## config.mk

```make
export PLATFORM = sky130hd
export DESIGN_NAME = masked_byte_pattern_scan_core
export DESIGN_NICKNAME = d
export VERILOG_FILES = /design/src/mbps_pkg.sv /design/src/mbps_front.sv /design/src/mbps_queue.sv /design/src/mbps_back.sv /design/src/masked_byte_pattern_scan_core.sv
export VERILOG_INCLUDE_DIRS = /design/src /design/src/src
export SDC_FILE = /design/constraint.sdc
export NUM_CORES = 1
export LEC_CHECK = 0
export BUFFER_PORTS_ARGS = -buffer_cell sky130_fd_sc_hd__buf_4
export CAP_MARGIN = 20
export CORE_ASPECT_RATIO = 1.75
export CORE_UTILIZATION = 55
export CTS_CLUSTER_DIAMETER = 200
export DETAILED_ROUTE_END_ITERATION = 12
export HOLD_SLACK_MARGIN = 0.08
export MAX_ROUTING_LAYER = met4
export PLACE_DENSITY = 0.76
export SYNTH_ARGS = -nofsm -noshare
export SYNTH_HDL_FRONTEND = slang
export SYNTH_SLANG_ARGS = --single-unit
```

## constraint.sdc

```tcl
create_clock -name clk_i -period 8.1 [get_ports clk_i]
set_input_delay 1.62 -clock clk_i [delete_from_list [all_inputs] [get_ports clk_i]]
set_output_delay 1.62 -clock clk_i [all_outputs]
set_load 0.01 [all_outputs]
```

## src/masked_byte_pattern_scan_core_defines.svh

```systemverilog
// Assertion macros shared by the scan core modules.
`ifndef MASKED_BYTE_PATTERN_SCAN_CORE_DEFINES_SVH
`define MASKED_BYTE_PATTERN_SCAN_CORE_DEFINES_SVH

// The consequent must hold in the same cycle as the antecedent.
`define MBPS_ASSERT_SAME(lbl, clk, rstn, ante, cons) \
  lbl: assert property (@(posedge clk) disable iff (!rstn) (ante) |-> (cons)) \
    else $error("mbps: same-cycle check failed");

// The consequent must hold in the cycle after the antecedent.
`define MBPS_ASSERT_NEXT(lbl, clk, rstn, ante, cons) \
  lbl: assert property (@(posedge clk) disable iff (!rstn) (ante) |=> (cons)) \
    else $error("mbps: next-cycle check failed");

`endif

```

## src/mbps_pkg.sv

```systemverilog
// Package with types and constants of the masked byte pattern scan core.
`timescale 1ns / 1ps
package mbps_pkg;

  localparam int PATTERN_MAX_DEF = 16;
  localparam int OFFSET_BITS_DEF = 32;
  localparam int QUEUE_DEPTH_DEF = 2;

  localparam int CFG_IDX_W  = 3;
  localparam int CFG_DATA_W = 64;
  localparam int LEN_W      = 5;
  localparam int CARE_W     = 16;
  localparam int PAT_W      = 128;
  localparam int OFFSET_W   = 32;
  localparam int ADDR_W     = 64;

  typedef enum logic [CFG_IDX_W-1:0] {
    REG_PATTERN_LOW  = 3'd0,
    REG_PATTERN_HIGH = 3'd1,
    REG_CARE_MASK    = 3'd2,
    REG_PATTERN_LEN  = 3'd3,
    REG_REGION_BASE  = 3'd4
  } cfg_reg_e;

  typedef struct packed {
    logic [PAT_W-1:0]  pattern;
    logic [CARE_W-1:0] care;
    logic [LEN_W-1:0]  length;
  } scan_cfg_t;

  typedef struct packed {
    logic                found;
    logic [OFFSET_W-1:0] offset;
  } result_req_t;

endpackage

```

## src/mbps_front.sv

```systemverilog
// Front end: byte window, offset counter and parallel masked compare.
`timescale 1ns / 1ps
`include "masked_byte_pattern_scan_core_defines.svh"
module mbps_front import mbps_pkg::*; #(
  parameter int PatternMax = PATTERN_MAX_DEF,
  parameter int OffsetBits = OFFSET_BITS_DEF
) (
  input  logic        clk_i,
  input  logic        rst_ni,
  input  scan_cfg_t   cfg_i,
  input  logic        in_valid_i,
  output logic        in_stall_o,
  input  logic [7:0]  data_byte_i,
  input  logic        last_byte_i,
  input  logic        full_i,
  output logic        push_o,
  output result_req_t req_o
);

  localparam int CntW    = (OffsetBits < 32) ? OffsetBits : 32;
  localparam int WinIdxW = (PatternMax > 1) ? $clog2(PatternMax) : 1;
  localparam logic [CntW-1:0] CntMax = {CntW{1'b1}};

  logic [7:0]      win_q [PatternMax];
  logic [7:0]      win_d [PatternMax];
  logic [CntW-1:0] seen_q, seen_inc;
  logic            latched_q;
  logic [LEN_W-1:0] len;
  logic [PatternMax-1:0] miss;
  logic [CntW-1:0] off;
  logic            hit, accept;

  assign in_stall_o = full_i;
  assign accept     = in_valid_i && !full_i;

  always_comb begin
    if (cfg_i.length == '0) begin
      len = LEN_W'(1);
    end else if (cfg_i.length > LEN_W'(PatternMax)) begin
      len = LEN_W'(PatternMax);
    end else begin
      len = cfg_i.length;
    end
  end

  always_comb begin
    win_d[0] = data_byte_i;
    for (int k = 1; k < PatternMax; k++) begin
      win_d[k] = win_q[k-1];
    end
  end

  assign seen_inc = (seen_q == CntMax) ? seen_q : seen_q + CntW'(1);

  always_comb begin
    logic [LEN_W-1:0] pos;
    for (int j = 0; j < PatternMax; j++) begin
      pos = len - LEN_W'(1) - LEN_W'(j);
      miss[j] = (LEN_W'(j) < len) && cfg_i.care[j] &&
                (win_d[pos[WinIdxW-1:0]] != cfg_i.pattern[8*j +: 8]);
    end
  end

  assign hit = (seen_inc >= CntW'(len)) && (miss == '0);
  assign off = seen_inc - CntW'(len);

  assign push_o       = accept && !latched_q && (hit || last_byte_i);
  assign req_o.found  = hit;
  assign req_o.offset = hit ? OFFSET_W'(off) : '0;

  always_ff @(posedge clk_i or negedge rst_ni) begin
    if (!rst_ni) begin
      for (int k = 0; k < PatternMax; k++) begin
        win_q[k] <= '0;
      end
      seen_q    <= '0;
      latched_q <= 1'b0;
    end else if (accept) begin
      if (last_byte_i) begin
        for (int k = 0; k < PatternMax; k++) begin
          win_q[k] <= '0;
        end
        seen_q    <= '0;
        latched_q <= 1'b0;
      end else if (!latched_q) begin
        for (int k = 0; k < PatternMax; k++) begin
          win_q[k] <= win_d[k];
        end
        seen_q <= seen_inc;
        if (hit) begin
          latched_q <= 1'b1;
        end
      end
    end
  end

  `MBPS_ASSERT_SAME(a_no_push_when_full, clk_i, rst_ni, push_o, !full_i)
  `MBPS_ASSERT_NEXT(a_last_clears, clk_i, rst_ni, accept && last_byte_i,
                    seen_q == '0 && !latched_q)
  `MBPS_ASSERT_NEXT(a_hit_latches, clk_i, rst_ni,
                    accept && hit && !latched_q && !last_byte_i, latched_q)

endmodule

```

## src/mbps_queue.sv

```systemverilog
// Short result queue between the front end and the back end.
`timescale 1ns / 1ps
`include "masked_byte_pattern_scan_core_defines.svh"
module mbps_queue import mbps_pkg::*; #(
  parameter int Depth = QUEUE_DEPTH_DEF
) (
  input  logic        clk_i,
  input  logic        rst_ni,
  input  logic        push_i,
  input  result_req_t push_data_i,
  output logic        full_o,
  output logic        valid_o,
  input  logic        pop_i,
  output result_req_t pop_data_o
);

  localparam int PtrW = (Depth > 1) ? $clog2(Depth) : 1;
  localparam int CntW = $clog2(Depth + 1);

  result_req_t       mem_q [Depth];
  logic [PtrW-1:0]   wr_ptr_q, rd_ptr_q;
  logic [CntW-1:0]   count_q;

  assign full_o     = (count_q == CntW'(Depth));
  assign valid_o    = (count_q != '0);
  assign pop_data_o = mem_q[rd_ptr_q];

  always_ff @(posedge clk_i) begin
    if (push_i) begin
      mem_q[wr_ptr_q] <= push_data_i;
    end
  end

  always_ff @(posedge clk_i or negedge rst_ni) begin
    if (!rst_ni) begin
      wr_ptr_q <= '0;
      rd_ptr_q <= '0;
      count_q  <= '0;
    end else begin
      if (push_i) begin
        wr_ptr_q <= (wr_ptr_q == PtrW'(Depth - 1)) ? '0 : wr_ptr_q + PtrW'(1);
      end
      if (pop_i) begin
        rd_ptr_q <= (rd_ptr_q == PtrW'(Depth - 1)) ? '0 : rd_ptr_q + PtrW'(1);
      end
      if (push_i && !pop_i) begin
        count_q <= count_q + CntW'(1);
      end else if (pop_i && !push_i) begin
        count_q <= count_q - CntW'(1);
      end
    end
  end

  `MBPS_ASSERT_SAME(a_pop_not_empty, clk_i, rst_ni, pop_i, count_q != '0)

endmodule

```

## src/mbps_back.sv

```systemverilog
// Back end: address computation and the registered result output.
`timescale 1ns / 1ps
`include "masked_byte_pattern_scan_core_defines.svh"
module mbps_back import mbps_pkg::*; (
  input  logic                clk_i,
  input  logic                rst_ni,
  input  logic [ADDR_W-1:0]   region_base_i,
  input  logic                req_valid_i,
  input  result_req_t         req_i,
  output logic                pop_o,
  output logic                out_valid_o,
  input  logic                out_stall_i,
  output logic                match_found_o,
  output logic [OFFSET_W-1:0] match_offset_o,
  output logic [ADDR_W-1:0]   match_address_o
);

  logic                out_valid_q;
  logic                found_q;
  logic [OFFSET_W-1:0] offset_q;
  logic [ADDR_W-1:0]   addr_q, addr_d;

  assign pop_o  = req_valid_i && (!out_valid_q || !out_stall_i);
  assign addr_d = req_i.found ? region_base_i + ADDR_W'(req_i.offset) : '0;

  always_ff @(posedge clk_i or negedge rst_ni) begin
    if (!rst_ni) begin
      out_valid_q <= 1'b0;
    end else if (pop_o) begin
      out_valid_q <= 1'b1;
    end else if (!out_stall_i) begin
      out_valid_q <= 1'b0;
    end
  end

  always_ff @(posedge clk_i) begin
    if (pop_o) begin
      found_q  <= req_i.found;
      offset_q <= req_i.offset;
      addr_q   <= addr_d;
    end
  end

  assign out_valid_o     = out_valid_q;
  assign match_found_o   = found_q;
  assign match_offset_o  = offset_q;
  assign match_address_o = addr_q;

  `MBPS_ASSERT_SAME(a_not_found_zero, clk_i, rst_ni, out_valid_q && !found_q,
                    offset_q == '0 && addr_q == '0)

endmodule

```

## src/masked_byte_pattern_scan_core.sv

```systemverilog
// Top level of the masked byte pattern scan core.
`timescale 1ns / 1ps
// Scans a region one byte per clock: until the first match, each byte shifts into
// a window of the last PatternMax bytes, which is compared against the masked
// pattern combinationally, and that combinational window compare sets the rate.
// The block takes a byte every cycle while the two-entry result queue has room.
// A result passes from the result queue into the output register, and leaves it.
// Configuration writes are always taken and should be made between regions.
module masked_byte_pattern_scan_core import mbps_pkg::*; #(
  parameter int PatternMax = PATTERN_MAX_DEF,
  parameter int OffsetBits = OFFSET_BITS_DEF
) (
  input  logic                  clk_i,
  input  logic                  rst_ni,
  input  logic                  cfg_valid_i,
  output logic                  cfg_ready_o,
  input  logic [CFG_IDX_W-1:0]  cfg_index_i,
  input  logic [CFG_DATA_W-1:0] cfg_data_i,
  input  logic                  in_valid_i,
  output logic                  in_stall_o,
  input  logic [7:0]            data_byte_i,
  input  logic                  last_byte_i,
  output logic                  out_valid_o,
  input  logic                  out_stall_i,
  output logic                  match_found_o,
  output logic [OFFSET_W-1:0]   match_offset_o,
  output logic [ADDR_W-1:0]     match_address_o
);

  logic [63:0]       pat_low_q, pat_high_q;
  logic [CARE_W-1:0] care_q;
  logic [LEN_W-1:0]  len_q;
  logic [ADDR_W-1:0] base_q;
  scan_cfg_t         scan_cfg;
  logic              push, full, req_valid, pop;
  result_req_t       push_req, pop_req;

  assign cfg_ready_o = 1'b1;

  always_ff @(posedge clk_i or negedge rst_ni) begin
    if (!rst_ni) begin
      pat_low_q  <= '0;
      pat_high_q <= '0;
      care_q     <= '1;
      len_q      <= LEN_W'(1);
      base_q     <= '0;
    end else if (cfg_valid_i) begin
      case (cfg_reg_e'(cfg_index_i))
        REG_PATTERN_LOW:  pat_low_q  <= cfg_data_i;
        REG_PATTERN_HIGH: pat_high_q <= cfg_data_i;
        REG_CARE_MASK:    care_q     <= cfg_data_i[CARE_W-1:0];
        REG_PATTERN_LEN:  len_q      <= cfg_data_i[LEN_W-1:0];
        REG_REGION_BASE:  base_q     <= cfg_data_i;
        default: begin
        end
      endcase
    end
  end

  assign scan_cfg.pattern = {pat_high_q, pat_low_q};
  assign scan_cfg.care    = care_q;
  assign scan_cfg.length  = len_q;

  mbps_front #(
    .PatternMax(PatternMax),
    .OffsetBits(OffsetBits)
  ) u_front (
    .clk_i      (clk_i),
    .rst_ni     (rst_ni),
    .cfg_i      (scan_cfg),
    .in_valid_i (in_valid_i),
    .in_stall_o (in_stall_o),
    .data_byte_i(data_byte_i),
    .last_byte_i(last_byte_i),
    .full_i     (full),
    .push_o     (push),
    .req_o      (push_req)
  );

  mbps_queue #(
    .Depth(QUEUE_DEPTH_DEF)
  ) u_queue (
    .clk_i      (clk_i),
    .rst_ni     (rst_ni),
    .push_i     (push),
    .push_data_i(push_req),
    .full_o     (full),
    .valid_o    (req_valid),
    .pop_i      (pop),
    .pop_data_o (pop_req)
  );

  mbps_back u_back (
    .clk_i          (clk_i),
    .rst_ni         (rst_ni),
    .region_base_i  (base_q),
    .req_valid_i    (req_valid),
    .req_i          (pop_req),
    .pop_o          (pop),
    .out_valid_o    (out_valid_o),
    .out_stall_i    (out_stall_i),
    .match_found_o  (match_found_o),
    .match_offset_o (match_offset_o),
    .match_address_o(match_address_o)
  );

endmodule

```

==> run_results.csv <==
group,metric,value,unit
outcome,status,"finished clean",
drt,num_vias,22707,
power_and_ir_drop,p_leak,0.0141,µW
clock_tree,h-tree-depth,2,
grt,grt_max_degree,162,
clock_tree,cts_buffers,48,
drt,viasPerCell,6.70,
power_and_ir_drop,worst_ir_drop_vdd,0.234,mV
power_and_ir_drop,intPower,7110,µW
logic_synthesis,ys.flop_type,"dfrtp_1",
clock_tree,clockBufferDepth,3,
clock_tree,hold_buffers,0,
sta,hold_viol,0,
setup_path,cp-end-kind,"flip-flop",
setup_path,cp_common_cell,"buf_4",
sta,period_needed,7.03,ns
clock_tree,cts_tree,"built",
die,start_util,55.8,%
clock_tree,cts_root_buffer,"clkbuf_16",
grt,grt_pass1_vias,22763,
place,io_buffers,179,
drt,antenna_left,0,
setup_path,crit_path_top_delay_cell,"xnor2_2",
setup_path,path_cells,"or2_1, o22ai_4, buf_4, inv_4, ha_1, buf_4, nand3_1, xnor2_2, mux4_2, xnor2_1, nand4_1, nor2_1, o21ai_0, nor4_2, nand3_2, buf_4, nor3_1",
grt,antenna_found_initial,2,
finish,final_nets,2719,
die,fp-row-count,115,
setup_path,path_class,"reg -> reg",
grt,gr-usage-all-layers,35.3,%
finish,layout-drive-gt1-share,31.4,%
clock_tree,post_cts_resized,0,
finish,finalNonFillerCells,3389,
sta,slew_headroom,25.1,%
sta,finalClockSkew,0.0255,ns
drt,first_pass_iters,7,
place,dp_hpwl,74400,µm
place,dp_cells,3297,
logic_synthesis,netlist_area,31500,µm²
logic_synthesis,ys_types,79,
finish,utilization,62.6,%
power_and_ir_drop,seqPwrFrac,34.7,%
power_and_ir_drop,p_comb_share,43.3,%
clock_tree,post-cts-setup-buffers,0,
setup_path,cp-start-kind,"flip-flop",
sta,period_share,86.8,%
job,drv_cap,0,
setup_path,crit_fanout,37,
logic_synthesis,ys_seq_area_share,45.1,%
logic_synthesis,synthArstFlopShare,69.5,%
clock_tree,clock_sinks,534,
die,die_width,183,µm
setup_path,critical_path_buf_inv_count,4,
logic_synthesis,synth_area_leaders,"dfrtp_1 28%, mux4_2 16%, edfxtp_1 16%",
place,gp_congestion,1.08,
setup_path,cpPeakStageDelay,0.64,ns
drt,wl_per_cell,28.9,µm
finish,area_delta_synth_final,12.2,%
drt,wirelength,98000,µm
worst_hold_path,holdCritPathClass,"reg -> reg",
die,die-area,58200,µm²
power_and_ir_drop,power_switching_share,37.9,%
logic_synthesis,synth.most_common_cell,"dfrtp_1",
clock_tree,clkSlewWorstSetupHoldPaths,0.07,ns
logic_synthesis,ys_warn_count,0,
sta,slew_violations,0,
die,core-area,56400,µm²
finish,multiInputGateArea,16500,µm²
clock_tree,clkLatencyLatePin,0.61,ns
setup_path,cp_data_required_time,8.42,ns
drt,drc,0,
setup_path,critical_path.top_delay_family,"simple AND/OR/NAND/NOR gates",
die,pin_count,181,
sta,worst_slew_pin_slew,1.12,ns
power_and_ir_drop,p_switching,4350,µW
grt,grt_remaining_overflow,0,
logic_synthesis,avgSynthCellArea,12.7,µm²
die,fp.dieH,318,µm
logic_synthesis,synth_top_area_cell,"dfrtp_1",
logic_synthesis,ys_seq_elements,534,
drt,drtIter0Drc,2104,
logic_synthesis,netlist_top_cells_count,"354 x dfrtp_1, 235 x mux2_2, 221 x mux4_2, 163 x edfxtp_1, 163 x xnor2_1",
sta,max_freq,0.142,GHz
grt,grt_first_pass_wirelength,146000,µm
power_and_ir_drop,clkPwrFrac,21.9,%
finish,register_area,14200,µm²
sta,finalSetupViolations,0,
logic_synthesis,synth-edff-count,163,
logic_synthesis,syn_nets,2605,
setup_path,cp.arrival,7.35,ns
logic_synthesis,syn_inst,2474,
logic_synthesis,synthDominantCellAreaShare,28.2,%
power_and_ir_drop,pwr_density_cell,325,nW/µm²
finish,fillers,4379,
sta,rsz0062_at_grt,"false",
[path summary, 6_finish.rpt]
check                              startpoint             endpoint  slack, ns  depth (start not counted)
max in group asynchronous              rst_ni           base_q[58]       5.75                          2
setup / recovery                     len_q[4]  u_queue.mem_q[0][2]       1.07                         17
setup reg to reg                     len_q[4]  u_queue.mem_q[0][2]       1.07                         17
hold / removal             u_back.out_valid_o   u_back.out_valid_o       0.48                          2
min in group asynchronous              rst_ni    u_front.win_d[35]       0.97                          1
hold reg to reg            u_back.out_valid_o   u_back.out_valid_o       0.48                          2
[power by group through the flow]
stage          combinational [µW]  clock, µW  sequential, µW
6_report                     4960       2510            3980
5_1_grt                      5310       2650            4030
4_1_cts                      4950       2550            3970
3_5_place_dp                 4930          0            4010
3_3_place_gp                 4850          0            3990
2_1_floorplan                3390          0            3930
[flip-flops by register name, summed over array words and instances, names as in the netlist]
name / flops
base_q: 64
care_q: 16
len_q: 5
pat_high_q: 64
pat_low_q: 64
u_back.match_address_o: 64
u_back.match_found_o: 1
u_back.match_offset_o: 32
u_back.out_valid_o: 1
u_front.latched_q: 1
u_front.seen_q: 32
u_front.win_d: 120
u_queue.count_q: 2
u_queue.mem_q: 66
u_queue.rd_ptr_q: 1
u_queue.wr_ptr_q: 1
[per-stage QoR]
stage	setup TNS, ns	total power (µW)	hold slack, ns	setup WS [ns]	area, µm²
after floorplan	-26.25	7320	0.472	-0.398	31500
after global placement	0	8840	0.466	1.24	33600
after detailed placement	0	8940	0.469	1.11	33600
after CTS	0	11500	0.485	1.08	35300
after global routing	0	12000	0.530	0.743	35300
final	0	11500	0.482	1.07	35300
[cell type report]
class                   instances  area share [%]
multi-input cells            1733            46.8
flip-flops and latches        534            40.2
repair buffers                222            4.81
clock buffers                  60            3.76
well taps                     760            2.69
clock inverters                29            1.15
inverters                      49           0.535
diodes                          2          0.0142
[cell families (layout without fill, tap and decap cells)]
kind of cell / Yosys count / count (layout) / synth area share, %
mux: 490 / 490 / 25.3
fa+ha+maj: 50 / 50 / 2.04
other cells: 1 / 3 / 0.0119
compound gates: 485 / 485 / 10.9
simple gates: 492 / 492 / 7.77
buf+inv: 207 / 360 / 2.74
xor+xnor: 215 / 215 / 6.03
flops: 534 / 534 / 45.1
[routing by layer]
metal / share of wire [%] / up-vias / GRT usage [%]
met2: 52 / 1105 / 60.3
met5: 0 / - / -
li1: - / 9774 / -
met3: 6.3 / 294 / 4.99
met1: 34 / 11534 / 38.0
met4: 8.0 / 0 / 23.6
[cells in the final DEF, fill, tap and decap left out, types with 15 or more instances in the layout]
| master | instances |
|---|---|
| a22oi_1 | 16 |
| mux2_2 | 235 |
| xor2_1 | 49 |
| nand4_1 | 44 |
| o31ai_1 | 15 |
| nor3_1 | 29 |
| mux2i_1 | 33 |
| o21ai_0 | 90 |
| a21o_1 | 24 |
| inv_1 | 43 |
| xnor2_1 | 160 |
| a21oi_1 | 94 |
| and3_1 | 24 |
| or3_1 | 16 |
| nand3_1 | 42 |
| nand2_1 | 117 |
| ha_1 | 48 |
| edfxtp_1 | 163 |
| a22o_1 | 131 |
| dfrtp_1 | 354 |
| buf_4 | 219 |
| dfstp_2 | 17 |
| nor2b_1 | 20 |
| mux4_2 | 221 |
| clkbuf_16 | 50 |
| nor2_1 | 135 |
[tightest hold or removal path: stages, from the launching register on]
cell	delay, ns
dfrtp_1	0.34
nand2_1	0.06
nand2_1	0.05
(Power assumes the default switching activity.)
